`config.mk`:
```
export PLATFORM = sky130hd
export DESIGN_NAME = cfm_sqrt
export DESIGN_NICKNAME = d
export VERILOG_FILES = /design/src/hdl/assert_macros.svh /design/src/hdl/cfm_pkg.sv /design/src/hdl/cfm_sqrt.sv
export SDC_FILE = /design/constraint.sdc
export NUM_CORES = 1
export LEC_CHECK = 0
export BUFFER_PORTS_ARGS = -buffer_cell sky130_fd_sc_hd__buf_2
export CAP_MARGIN = 20
export CORE_ASPECT_RATIO = 0.9
export CORE_MARGIN = 2
export CORE_UTILIZATION = 50
export CTS_BUF_LIST = sky130_fd_sc_hd__clkbuf_16
export CTS_CLUSTER_DIAMETER = 200
export CTS_CLUSTER_SIZE = 16
export DETAILED_ROUTE_END_ITERATION = 6
export PLACE_DENSITY = 0.71
export SYNTH_ARGS = -nofsm -noshare
export SYNTH_HDL_FRONTEND = slang
export SYNTH_SLANG_ARGS = --single-unit
```
`constraint.sdc`:
```
create_clock -name clock -period 5.7 [get_ports clock]
set_input_delay 1.14 -clock clock [delete_from_list [all_inputs] [get_ports clock]]
set_output_delay 1.14 -clock clock [all_outputs]
set_load 0.005 [all_outputs]
```
`src/hdl/assert_macros.svh`:
```
`ifndef ASSERT_MACROS_SVH
`define ASSERT_MACROS_SVH

// Check that a property holds at every clock edge outside reset.
`define CFM_ASSERT(name, clk, rst, prop, msg) \
   name: assert property (@(posedge clk) disable iff (rst) (prop)) else $error(msg);

// Check that a condition never holds outside reset.
`define CFM_NEVER(name, clk, rst, cond, msg) \
   name: assert property (@(posedge clk) disable iff (rst) !(cond)) else $error(msg);

`endif

```
`src/hdl/cfm_pkg.sv`:
```
`default_nettype none
package cfm_pkg;

   // element format
   localparam int DATA_W = 16;
   localparam int FRAC_W = 9;

   // order register
   localparam int ORDER_W = 7;
   localparam logic [ORDER_W-1:0] ORDER_RESET = 7'd64;

   // width of the scaled operand (element magnitude shifted by the fraction bits)
   localparam int WIDE_W = 25;
   localparam int DIV_STEPS = 25;
   localparam int SQRT_STEPS = 13;

   typedef enum logic [1:0] {
      ACT_WRITE  = 2'd0,
      ACT_FACTOR = 2'd1,
      ACT_READ   = 2'd2
   } action_type;

   typedef enum logic [3:0] {
      ST_IDLE,
      ST_READ,
      ST_INIT,
      ST_LOAD,
      ST_RD,
      ST_MUL,
      ST_ACC,
      ST_CALC,
      ST_WAIT,
      ST_WB
   } state_type;

endpackage
`default_nettype wire

```
`src/hdl/cfm_sqrt.sv`:
```
`default_nettype none
module cfm_sqrt import cfm_pkg::*; (
   input  wire logic              clock,
   input  wire logic              reset,
   input  wire logic              start,
   input  wire logic [WIDE_W-1:0] radicand,
   output logic                   done,
   output logic      [DATA_W-1:0] root
);

   logic                busy_ff;
   logic                done_ff;
   logic [3:0]          cnt_ff;
   logic [WIDE_W-1:0]   x_ff;
   logic [WIDE_W-1:0]   r_ff;
   logic [WIDE_W-1:0]   bit_ff;
   logic [DATA_W-1:0]   root_ff;

   logic [WIDE_W-1:0]   sum;
   logic                take;
   logic [WIDE_W-1:0]   r_in;
   logic                last;

   assign sum  = r_ff + bit_ff;
   assign take = (x_ff >= sum);
   assign r_in = take ? ((r_ff >> 1) + bit_ff) : (r_ff >> 1);
   assign last = busy_ff && (cnt_ff == 4'(SQRT_STEPS - 1));

   always_ff @(posedge clock) begin
      if (reset) begin
         busy_ff <= 1'b0;
         done_ff <= 1'b0;
      end else begin
         done_ff <= last;
         if (start) begin
            busy_ff <= 1'b1;
         end else if (last) begin
            busy_ff <= 1'b0;
         end
      end
   end

   // one root bit a cycle
   always_ff @(posedge clock) begin
      if (start) begin
         x_ff   <= radicand;
         r_ff   <= '0;
         bit_ff <= {1'b1, {(WIDE_W-1){1'b0}}};
         cnt_ff <= '0;
      end else if (busy_ff) begin
         if (take) begin
            x_ff <= x_ff - sum;
         end
         r_ff   <= r_in;
         bit_ff <= bit_ff >> 2;
         cnt_ff <= cnt_ff + 4'd1;
      end
      if (last) begin
         root_ff <= r_in[DATA_W-1:0];
      end
   end

   assign done = done_ff;
   assign root = root_ff;

endmodule
`default_nettype wire

```
# Yosys cells after proc, flatten, opt, wreduce, memory -nomap -nowiden
# Index checks and enable logic that the tools add are counted.
# word_totals
reg_bits,85
out_inout_bits,17
elab_cells,24
# classes
add_sub_neg,4
order_cmp,1
eq_ne,1
mux,6
reduce_logical,5
# op_table
operator,count
$mux W25,4
$add A24 B25 Y25,1
$add A25 B25 Y25,1
$ge A25 B25 Y1,1
$sub A25 B25 Y25,1
$reduce_bool A2 Y1,3
$add A4 B1 Y4 const B,1
$eq A4 B4 Y1 const B,1
$mux W1,2
$reduce_and A2 Y1,1
$logic_and A1 B1 Y1,1

# Depth between registers and ports, before layout
# logic_depth
depth_word,5
ltp_mapped,19
ltp_nobuf,17

# Worst setup path before layout
# OpenSTA, ideal clock, no wires.
# synth_timing
kind,reg-to-reg
start,register r_ff[4]
end,"register x_ff[0], enable pin"
setup_ns,0.442
t_arrival_ns,5.082
required_ns,5.258
setup_slack_ns,0.176
path_stages_with_launch,18
period_less_slack_ns,5.524
cell_sequence,dfxtp_1 -> ha_1 -> a211oi_1 -> a211oi_1 -> a31oi_1 -> o21bai_1 -> a21oi_1 -> o21bai_1 -> xnor2_1 -> ha_1 -> clkbuf_1 -> and3_1 -> nor2_1 -> a21oi_1 -> o211a_1 -> buf_6 -> nor2_4 -> o21ai_0
# synth_between
elab_chain_len,4
# synth_rtl
element,line_no,rtl
from (decl),cfm_sqrt.sv:15,logic [WIDE_W-1:0] r_ff;
from (signal assigned),cfm_sqrt.sv:54,r_ff <= r_in;
$add A25 B25 Y25,cfm_sqrt.sv:24,assign sum = r_ff + bit_ff;
$ge A25 B25 Y1,cfm_sqrt.sv:25,assign take = (x_ff >= sum);
$reduce_bool A2 Y1 (no line),--,
$reduce_and A2 Y1 (no line),--,
to (signal assigned),cfm_sqrt.sv:46,x_ff <= radicand;
to (signal assigned),cfm_sqrt.sv:52,x_ff <= x_ff - sum;
to (decl),cfm_sqrt.sv:14,logic [WIDE_W-1:0] x_ff;
# Every way passes these cells.
# A chain may end at the register's enable or synchronous reset.

# Final worst setup path
# layout_timing
start,register r_ff[4]
end,"register root_ff[2], in the netlist root[2], data pin"
# layout_between
elab_chain_len,3
# layout_rtl
element,line_no,rtl
$add A25 B25 Y25,cfm_sqrt.sv:24,
$ge A25 B25 Y1,cfm_sqrt.sv:25,
$mux W25,cfm_sqrt.sv:26,assign r_in = take ? ((r_ff >> 1) + bit_ff) : (r_ff >> 1);
via r_in[2],cfm_sqrt.sv:21,logic [WIDE_W-1:0] r_in;
to (signal assigned),cfm_sqrt.sv:59,root_ff <= r_in[DATA_W-1:0];
to (decl),cfm_sqrt.sv:17,logic [DATA_W-1:0] root_ff;
# The timed path passes the listed nets, and every way through them passes these cells.

==> impl_metrics.yaml <==
outcome:
  status: "complete, no violations"
yosys:
  synth_commonest_cells: "nand2_1 (82), ha_1 (53), a21oi_1 (52)"
  ys_ff_latch: 85
  synth_compound_area_share_pct: 26.0
  ys_warn_count: 0
  synth.net_count: 842
  avgSynthCellArea_um2: 8.69
  ys.flop_type: "dfxtp_1"
  synth_top_family_by_area: "compound AO/OA/AOI/OAI gates"
  yosys.area.top_type: "edfxtp_1"
  synthTopCellsByArea: "edfxtp_1 (19%), dfxtp_1 (13%), ha_1 (10%)"
  synth_area_um2: 6600
  yosys.area.top_type_share_pct: 18.7
  post-synth-top-count-cell: "nand2_1"
  yosys.cell_types.count: 72
  ys_async_sr_fraction_pct: 0
  synth_edf_count: 41
  synth_mux_area_share_pct: 3.15
  synthSimpleGateAreaFrac_pct: 16.2
  yosysSeqAreaShare_pct: 32.0
  synthXorXnorAreaFrac_pct: 7.83
  synth_fa_ha_area_share_pct: 10.3
  postSynthCellCount: 760
setup_path:
  crit_path_start_kind: "register"
  cp-end-kind: "register"
  critPathRequiredTime_ps: 5800
  path_class: "register to register"
  cp.arrival_ps: 4680
  cp_max_fo: 22
route:
  wl_met1_um: 7810
  met2WireLength_um: 8230
  vias: 6065
  vias_per_cell: 6.37
  wl_per_cell_um: 18.4
  drt_pass1_iterations: 6
  wl_met3_um: 1040
  postRouteAntennaNets: 0
  drt_iter0_drc: 514
  wirelength_um: 17500
  top_layer_used: "met4"
  post-route-drc-count: 0
floorplanning:
  dieWidth_um: 125
  initial_core_util_pct: 51.6
  chipHeight_um: 113
  die_area_um2: 14100
  row_count: 39
  ioPinCount: 45
  core-area_um2: 12800
sta:
  setup_viol: 0
  hold_viol: 0
  finalSetupTns_ps: 0
  fmax_ghz: 0.219
  worstMarginPinSlew_ps: 808
  slew_headroom_pct: 44.8
  finalMaxSlewViolations: 0
  fin_skew_ps: 11.5
  period_needed_ps: 4570
  fin_crit_sh_pct: 80.2
  rsz0062_at_grt: "false"
  whs_ps: 499
flow_run:
  max_cap_violations: 0
hold_path:
  hp-class: "register to register"
final_layout:
  fin_area_um2: 7200
  drive_gt1_share_pct: 11.3
  antenna_cells: 0
  nets: 865
  synthToLayoutAreaGrowth_pct: 9.06
  fin_util_pct: 56.3
clock_network:
  htreeDepth: 3
  post_cts_buffers: 0
  clock_sinks: 85
  cts.clk_slew.worst_paths_ps: 70
  ctsResizeCount: 0
  clk_path_buf_depth: 2
  cts_tree: "yes"
  cts_made_buffers: 9
  clk_latency_ps: 360
  cts_root_buf: "clkbuf_16"
  ctsHoldBuffers: 0
global_routing:
  antenna_found_initial: 0
  grt_overflow: 0
  grt_use_total_pct: 25.4
  grt_max_degree: 75
  grt_pass1_vias: 6015
  grt_pass1_wl_um: 29400
power:
  p_per_area_nw_per_um2: 390
  vdd_ir_drop_max_uv: 213
  leakage_nw: 2.74
  power_mw: 2.81
place:
  place_area_um2: 6910
  hpwlAfterDp_um: 12700
  gp_congestion: 0.899
  io_buffers: 44
==> state kept, by name, summed over array words and instances, names as in the netlist <==
register,cells
r_ff,25
x_ff,25
root,16
bit_ff,13
cnt_ff,4
busy_ff,1
done,1
==> cell usage in the layout, fill, tap and decap left out, types with 5 or more instances in the layout <==
master and n:
a21o_1 19, a21oi_1 52, a311oi_1 8, a31o_2 5
a31oi_1 19, a32oi_1 9, and3_1 10, buf_2 44
buf_4 10, clkbuf_16 9, clkinv_1 5, dfxtp_1 44
edfxtp_1 41, ha_1 53, inv_1 24, mux2i_1 14
nand2_1 82, nand2b_1 10, nand3_1 18, nand4_1 13
nor2_1 47, nor2b_1 5, nor3_1 18, nor3b_1 5
o211ai_1 14, o21ai_0 49, o221ai_1 5, o311ai_1 11
o31a_1 5, xnor2_1 40, xor2_1 19
==> stage by stage <==
stage | instances | setup slack (ps)
6_report | 952 | 1130
3_5_place_dp | 936 | 1180
5_1_grt | 952 | 758
3_3_place_gp | 935 | 1280
2_1_floorplan | 760 | 176
4_1_cts | 952 | 1150
==> kinds of logic after synthesis <==
| group | after synthesis |
|---|---|
| adder cells (fa/ha/maj) | 54 |
| XOR/XNOR | 59 |
| multiplexers | 20 |
| AO/OA/AOI/OAI | 248 |
| flip-flops | 85 |
| buffers and inverters | 68 |
| AND/OR/NAND/NOR | 226 |
==> metal layers <==
metal	track usage, %	vias up
met5	0	-
met4	9.70	0
met3	5.06	44
met2	42.5	223
met1	32.7	2888
li1	-	2910
==> worst max-delay path, cell delays in order (launching register included) <==
cell and delay [ps]:
dfxtp_1 390, ha_1 400, a211oi_1 100, a211oi_1 380
a31oi_1 180, o21bai_1 330, a21oi_1 200, nor4_1 200
a211oi_1 80, ha_1 420, nand3_1 100, nor2_1 270
nand4_1 200, o21a_1 250, nand2_2 400, mux2_1 390
==> path summary, 6_finish.rpt <==
path                 from       to  slack (ps)  depth (start not counted)
setup / recovery  r_ff[4]  root[2]        1130                         15
hold / removal    r_ff[0]  r_ff[0]         500                          2
setup reg to reg  r_ff[4]  root[2]        1130                         15
hold reg to reg   r_ff[0]  r_ff[0]         500                          2
==> layout make-up <==
class / instances / area (um^2)
Fill cell: 1151 / 5590
Multi-Input combinational cell: 607 / 4200
Sequential cell: 85 / 2110
Timing Repair Buffer: 54 / 295
Clock buffer: 9 / 225
Tap cell: 164 / 205
Inverter: 26 / 97.6
Clock inverter: 7 / 63.8
==> power by group <==
group,internal (mW),total (mW),switching (mW)
combinational,0.504,1.40,0.892
sequential,0.761,0.821,0.0601
clock,0.337,0.591,0.254
total,1.60,2.81,1.21
(Power assumes the default switching activity.)
