<file path="src/hdl/assert_macros.svh">
`ifndef ASSERT_MACROS_SVH
`define ASSERT_MACROS_SVH

// Check that a property holds at every clock edge outside reset.
`define CFM_ASSERT(name, clk, rst, prop, msg) \
   name: assert property (@(posedge clk) disable iff (rst) (prop)) else $error(msg);

// Check that a condition never holds outside reset.
`define CFM_NEVER(name, clk, rst, cond, msg) \
   name: assert property (@(posedge clk) disable iff (rst) !(cond)) else $error(msg);

`endif

</file>
<file path="src/hdl/cfm_pkg.sv">
`default_nettype none
package cfm_pkg;

   // element format
   localparam int DATA_W = 16;
   localparam int FRAC_W = 9;

   // order register
   localparam int ORDER_W = 7;
   localparam logic [ORDER_W-1:0] ORDER_RESET = 7'd64;

   // width of the scaled operand (element magnitude shifted by the fraction bits)
   localparam int WIDE_W = 25;
   localparam int DIV_STEPS = 25;
   localparam int SQRT_STEPS = 13;

   typedef enum logic [1:0] {
      ACT_WRITE  = 2'd0,
      ACT_FACTOR = 2'd1,
      ACT_READ   = 2'd2
   } action_type;

   typedef enum logic [3:0] {
      ST_IDLE,
      ST_READ,
      ST_INIT,
      ST_LOAD,
      ST_RD,
      ST_MUL,
      ST_ACC,
      ST_CALC,
      ST_WAIT,
      ST_WB
   } state_type;

endpackage
`default_nettype wire

</file>
<file path="src/hdl/cfm_div.sv">
`default_nettype none
module cfm_div import cfm_pkg::*; (
   input  wire logic                     clock,
   input  wire logic                     reset,
   input  wire logic                     start,
   input  wire logic signed [DATA_W-1:0] num,
   input  wire logic        [DATA_W-1:0] den,
   output logic                          done,
   output logic             [DATA_W-1:0] quo
);

   logic                busy_ff;
   logic                fin_ff;
   logic                done_ff;
   logic [4:0]          cnt_ff;
   logic                neg_ff;
   logic [WIDE_W-1:0]   dvd_ff;
   logic [WIDE_W-1:0]   quo_ff;
   logic [DATA_W-1:0]   rem_ff;
   logic [DATA_W-1:0]   den_ff;
   logic [DATA_W-1:0]   q_ff;

   logic [DATA_W-1:0]   mag;
   logic [DATA_W-1:0]   trial;
   logic                ge;
   logic [WIDE_W:0]     qinc;
   logic [DATA_W-1:0]   q_in;

   // magnitude of the dividend, scaled by the fraction bits on start
   assign mag   = num[DATA_W-1] ? (~num + 16'd1) : num;
   assign trial = {rem_ff[DATA_W-2:0], dvd_ff[WIDE_W-1]};
   assign ge    = (trial >= den_ff);

   // floor and saturate the signed quotient
   always_comb begin
      qinc = {1'b0, quo_ff} + {{WIDE_W{1'b0}}, (rem_ff != '0)};
      if (!neg_ff) begin
         q_in = (quo_ff > 25'd32767) ? 16'h7FFF : quo_ff[DATA_W-1:0];
      end else begin
         q_in = (qinc > 26'd32768) ? 16'h8000 : (~qinc[DATA_W-1:0] + 16'd1);
      end
   end

   always_ff @(posedge clock) begin
      if (reset) begin
         busy_ff <= 1'b0;
         fin_ff  <= 1'b0;
         done_ff <= 1'b0;
      end else begin
         done_ff <= 1'b0;
         if (start) begin
            busy_ff <= 1'b1;
         end else if (busy_ff && (cnt_ff == 5'(DIV_STEPS - 1))) begin
            busy_ff <= 1'b0;
         end
         fin_ff <= busy_ff && (cnt_ff == 5'(DIV_STEPS - 1));
         if (fin_ff) begin
            done_ff <= 1'b1;
         end
      end
   end

   // one quotient bit a cycle
   always_ff @(posedge clock) begin
      if (start) begin
         neg_ff <= num[DATA_W-1];
         dvd_ff <= {mag, {FRAC_W{1'b0}}};
         rem_ff <= '0;
         quo_ff <= '0;
         den_ff <= den;
         cnt_ff <= '0;
      end else if (busy_ff) begin
         rem_ff <= ge ? (trial - den_ff) : trial;
         quo_ff <= {quo_ff[WIDE_W-2:0], ge};
         dvd_ff <= {dvd_ff[WIDE_W-2:0], 1'b0};
         cnt_ff <= cnt_ff + 5'd1;
      end
      if (fin_ff) begin
         q_ff <= q_in;
      end
   end

   assign done = done_ff;
   assign quo  = q_ff;

endmodule
`default_nettype wire

</file>
<file path="config.mk">
export PLATFORM = sky130hd
export DESIGN_NAME = cfm_div
export DESIGN_NICKNAME = d
export VERILOG_FILES = /design/src/hdl/assert_macros.svh /design/src/hdl/cfm_pkg.sv /design/src/hdl/cfm_div.sv
export SDC_FILE = /design/constraint.sdc
export NUM_CORES = 1
export LEC_CHECK = 0
export ABC_AREA = 1
export ABC_CLOCK_PERIOD_IN_PS = 3150
export BUFFER_PORTS_ARGS = -buffer_cell sky130_fd_sc_hd__buf_2
export CELL_PAD_IN_SITES_DETAIL_PLACEMENT = 1
export CELL_PAD_IN_SITES_GLOBAL_PLACEMENT = 1
export CORE_MARGIN = 3
export CORE_UTILIZATION = 45
export CTS_CLUSTER_DIAMETER = 120
export CTS_CLUSTER_SIZE = 12
export DETAILED_ROUTE_END_ITERATION = 8
export GPL_TIMING_DRIVEN = 0
export PLACE_DENSITY = 0.9
export SLEW_MARGIN = 20
export SYNTH_ARGS = -nofsm -noshare
export SYNTH_HDL_FRONTEND = slang
export SYNTH_SLANG_ARGS = --single-unit
</file>
<file path="constraint.sdc">
create_clock -name clock -period 3.15 [get_ports clock]
set_input_delay 0.1575 -clock clock [delete_from_list [all_inputs] [get_ports clock]]
set_output_delay 0.1575 -clock clock [all_outputs]
set_load 0.1 [all_outputs]
</file>
# Word level (Yosys, flattened, before mapping)

Cells that the tools add are included.

Register bits: 98
Bits of input ports: 35
Output and inout port bits: 17
Word-level logic and storage cells: 35

Add/sub/neg operators: 5
$lt $le $gt $ge: 3
Equality and inequality tests: 1
Multiplexer cells: 10
Bitwise logic cells: 2
Reduce and logical (&&, ||, !) cells: 4

Operators by type and width:

| operator                                                                          | number |
|---|---|
| 16-bit two-way mux                                                                | 5 |
| 25-bit two-way mux                                                                | 2 |
| 16-bit by 1-bit adder with 16-bit output, second input constant                   | 2 |
| 16-bit NOT                                                                        | 2 |
| 25-bit by 1-bit adder with 26-bit output                                          | 1 |
| 26-bit by 16-bit greater-than comparator with 1-bit output, second input constant | 1 |
| 25-bit by 15-bit greater-than comparator with 1-bit output, second input constant | 1 |
| 16-bit greater-or-equal comparator                                                | 1 |
| 16-bit nonzero test                                                               | 1 |
| 16-bit subtractor                                                                 | 1 |
| 5-bit by 1-bit adder with 5-bit output, second input constant                     | 1 |
| 5-bit == test, second input constant                                              | 1 |
| 2-bit nonzero test                                                                | 2 |
| 1-bit two-way mux                                                                 | 3 |
| 1-bit logical AND                                                                 | 1 |

# Logic depth before layout (Yosys ltp)

Depth after elaboration: 6
Mapped depth: 18
Depth with buffers taken out: 17

# Least setup slack after synthesis

No wires, ideal clock.

Path kind: reg-to-reg
From: register rem_ff[7]
To: register q_ff[2], in the netlist quo[2] (data pin)
Setup time: 130 ps
Arrival: 2504 ps
Data required time: 3020 ps
Setup slack: 515 ps
Cell stages (with the launch flop): 18
Buffers on the path: 1
Clock period less this slack: 2635 ps
Path through: dfxtp_1 > nor4_1 > nand4_1 > ha_1 > ha_1 > inv_1 > ha_1 > nand3_1 > nor2_2 > nand3_4 > nor2_4 > nand2_2 > nor2_4 > nor2_2 > clkinv_2 > buf_8 > nand3_1 > nand2_1

Cells in the longest elaborated chain, start to end: 6

Ends and longest elaborated chain:

| what                                         | line          | RTL |
|---|---|---|
| start: declaration                           | cfm_div.sv:19 | `logic [DATA_W-1:0] rem_ff;` |
| start signal: assignment                     | cfm_div.sv:73 | `rem_ff <= ge ? (trial - den_ff) : trial;` |
| 16-bit nonzero test (*)                      | cfm_div.sv:36 | `qinc = {1'b0, quo_ff} + {{WIDE_W{1'b0}}, (rem_ff != '0)};` |
| 25-bit by 1-bit adder with 26-bit output (*) | cfm_div.sv:36 |  |
| 16-bit NOT                                   | cfm_div.sv:40 | `q_in = (qinc > 26'd32768) ? 16'h8000 : (~qinc[DATA_W-1:0] + 16'd1);` |
| 16-bit by 1-bit adder with 16-bit output     | cfm_div.sv:40 |  |
| 16-bit two-way mux (*)                       | cfm_div.sv:40 |  |
| 16-bit two-way mux (*)                       | cfm_div.sv:37 | `if (!neg_ff) begin` |
| net q_in[2]                                  | cfm_div.sv:27 | `logic [DATA_W-1:0] q_in;` |
| end signal: assignment                       | cfm_div.sv:79 | `q_ff <= q_in;` |
| end: declaration                             | cfm_div.sv:21 | `logic [DATA_W-1:0] q_ff;` |

Mark *: on every way through the listed nets, which the timed path passes. The rest lies on a longest branch.
A chain may end at the register's enable or synchronous reset.

# Final worst setup path

From: register rem_ff[7]
To: register q_ff[15], in the netlist quo[15] (data pin)

The elaborated chain is that of the path after synthesis.

==> insert_results.sql <==
INSERT INTO impl_metrics (metric_group, metric, value, unit) VALUES
('worst_setup_path', 'max_fo_critical_path', '5', ''),
('power', 'pwr-share-comb', '12.1', '%'),
('die', 'placeable_area', '13500', 'um2'),
('synth', 'yosysWarnings', '0', ''),
('hold_path', 'hold_start', 'num[15]', ''),
('die', 'design.die.area', '15500', 'um2'),
('route', 'drt_pass1_iterations', '4', ''),
('die', 'core.rowCount', '42', ''),
('synth', 'yosys.area.top_type', 'edfxtp_1', ''),
('sta', 'final_min_period_over_clock_period', '96.0', '%'),
('power', 'switching_power', '0.759', 'mW'),
('route', 'antenna_left', '0', ''),
('synth', 'top_cell_type_s_share_of_synthesized_area', '23.2', '%'),
('place', 'dp_slack', '-0.140', 'ns'),
('finish', 'layout-drive-gt1-share', '13.7', '%'),
('sta', 'setup-violations-final', '0', ''),
('run_status', 'run_status', 'complete, no violations', ''),
('place', 'placed_cell_area', '6820', 'um2'),
('global_routing', 'globalRoute.busiestLayer', 'met2', ''),
('global_routing', 'grt_start_max_net_pins', '26', ''),
('clock_network', 'tritoncts_num_sinks', '98', ''),
('route', 'route.detailed.wl_per_inst', '17.0', 'um'),
('route', 'drt-total-wl', '19200', 'um'),
('synth', 'synthArstFlopShare', '0', '%'),
('finish', 'nets', '1007', ''),
('synth', 'synth.top_cells.by_count', 'nand2_1, inv_1, nor2_1', ''),
('finish', 'final-instance-count-excl-fill', '1130', ''),
('sta', 'postLayoutSetupSlackWorst', '0.125', 'ns'),
('global_routing', 'groute.layer.met2.usage', '42.0', '%'),
('synth', 'post_synth_num_cell_types', '43', ''),
('global_routing', 'antenna_found_initial', '1', ''),
('finish', 'flow.area_growth_from_synthesis', '16.8', '%'),
('worst_setup_path', 'worst-r2r-setup-slack', '0.12', 'ns'),
('hold_path', 'worstHoldPathType', 'in2reg', ''),
('place', 'placedCellCount', '1090', ''),
('sta', 'max_clock_freq', '331', 'MHz'),
('finish', 'layout.cell_area.non_filler', '7410', 'um2'),
('route', 'route.detailed.drc', '0', ''),
('power', 'power_frac_clock', '39.3', '%'),
('global_routing', 'met1_use_gr', '31.5', '%'),
('finish', 'fill_cells', '1736', ''),
('sta', 'report.final.slew_viol_count', '0', ''),
('synth', 'yosys_register_bits', '98', ''),
('global_routing', 'globalRouteTotalUtil', '24.5', '%'),
('power', 'power.static_leakage', '3.46', 'nW'),
('global_routing', 'global_route_wire_length_before_repair', '31100', 'um'),
('synth', 'synth_edf_count', '49', ''),
('place', 'dp_hpwl', '13900', 'um'),
('worst_setup_path', 'timing.reg2reg.worst_path_depth', '15', ''),
('sta', 'fin_crit', '3.03', 'ns'),
('global_routing', 'first_global_vias', '6272', ''),
('sta', 'timing_worst_slew_pin_value', '0.669', 'ns'),
('synth', 'synthMostInstantiatedCell', 'nand2_1', ''),
('power', 'vdd.ir_drop.worst', '0.000244', 'V'),
('place', 'routability_congestion_estimate', '0.871', ''),
('worst_setup_path', 'startpoint_type', 'register', ''),
('power', 'p_int', '2.15', 'mW'),
('synth', 'synthFlopType', 'edfxtp_1', ''),
('clock_network', 'cts_buffers', '9', ''),
('worst_setup_path', 'r2r_end', 'quo[15]', ''),
('die', 'chipWidth', '125', 'um'),
('clock_network', 'root_buffer', 'clkbuf_16', ''),
('sta', 'final-hold-violation-count', '0', ''),
('synth', 'synth.cell_area', '6340', 'um2'),
('synth', 'post_synthesis_average_cell_area', '7.34', 'um2'),
('route', 'detail_route.iter0.violations', '423', ''),
('synth', 'synth_fp_nets', '922', ''),
('flow_run', 'cap_viol_max_count', '0', ''),
('synth', 'syn-instance-count', '863', ''),
('power', 'pwr_density_cell', '392', 'nW/um2'),
('hold_path', 'worstHoldPathCells', '1', '');
[per-layer routing]
layer  routed length [um]  part of all wire (%)
met5                    0                     0
met2                 9370                    49
met1                 8500                    44
met4                  422                   2.2
met3                  882                   4.6
[area by class of cell]
class,count,area (um2),share of cell area (%)
inverter,113,427,5.76
tap,176,220,2.97
antenna,1,2.50,0.0338
multi-input combinational,630,3400,45.9
sequential,98,2450,33.1
timing repair buffer,74,485,6.56
buffer,22,119,1.61
clock inverter,4,22.5,0.304
clock buffer,12,278,3.75
[timing repair]
item	4_1_cts	5_1_grt
cloned	0	1
pin swaps	0	5
gates resized for setup	3	11
hold endpoints to repair	16	0
endpoints found under the setup margin	14	28
hold buffers	16	0
buffers inserted	0	6
[cell usage in the layout (no fill, tap or decap), types with 3 or more instances in the layout]
cell,instances
clkbuf_1,13
clkinv_2,3
buf_4,7
nand3_2,10
nor2_2,8
nor2_8,3
nor2_1,78
nand4_1,14
dfxtp_1,47
nor2_4,8
xnor2_1,8
dlygate4sd3_1,16
ha_1,22
o21ai_0,44
a21oi_1,26
inv_1,112
buf_2,53
nor4_1,4
xor2_1,21
nor3_1,11
nand2_2,6
nand3_1,76
nand2_1,239
edfxtp_1,49
or2_2,3
clkbuf_16,11
o211ai_1,3
o22ai_1,23
[worst max-delay path, cell delays in order (launching register included)]
cell	delay (ns)
dfxtp_1	0.39
nor4_4	0.33
nand4_1	0.15
ha_2	0.23
ha_1	0.30
inv_1	0.07
ha_1	0.19
nand3_1	0.13
nor2_4	0.14
nand3_4	0.10
nor2_4	0.21
nand2_2	0.10
nor2_4	0.10
nor2_2	0.06
nor2_1	0.17
a21oi_1	0.09
[sequential cells by signal, indices dropped and copies added (netlist names)]
register and flops:
den_ff 16, done 1, rem_ff 16, dvd_ff 16
cnt_ff 5, neg_ff 1, busy_ff 1, quo_ff 25
quo 16, fin_ff 1
[through the flow]
stage | hold WS, ns | util [%] | setup TNS [ns] | total power, mW
detailed placement | 0.336 | 50.5 | -1.18 | 1.76
global route | 0.0273 | 54.8 | -0.687 | 3.01
floorplan | 0.230 | - | 0 | 1.65
finish | 0.0309 | 54.8 | 0 | 2.90
CTS | 0.0237 | 54.0 | 0 | 2.89
global placement | 0.334 | 50.5 | -1.04 | 1.74
[logic make-up (layout without fill, tap and decap cells)]
group	count (synthesis)	count (layout)	synth area share, %
buffers and inverters	135	225	8.55
adder cells (fa/ha/maj)	24	24	4.86
flip-flops	98	98	38.7
other	0	1	0
XOR/XNOR	30	30	4.44
AND/OR/NAND/NOR	468	468	34.0
AO/OA/AOI/OAI	108	108	9.49
[power by group through the flow]
stage / combinational [mW] / sequential (mW) / clock, mW
5_1_grt: 0.393 / 1.42 / 1.20
3_3_place_gp: 0.305 / 1.44 / 0
6_report: 0.352 / 1.41 / 1.14
2_1_floorplan: 0.220 / 1.43 / 0
3_5_place_dp: 0.319 / 1.44 / 0
4_1_cts: 0.337 / 1.41 / 1.14
[how the worst max path moves through the flow]
stage | start | slack, ns | cells past startpoint | endpoint
global route | rem_ff[7] | -0.07 | 17 | quo[3]
global placement | rem_ff[11] | -0.11 | 17 | quo[2]
CTS | rem_ff[3] | 0.004 | 17 | quo[8]
floorplan | rem_ff[7] | 0.52 | 17 | quo[2]
detailed placement | rem_ff[12] | -0.14 | 17 | quo[8]
finish | rem_ff[7] | 0.12 | 15 | quo[15]
No activity file was read; power rests on OpenSTA's default activity.
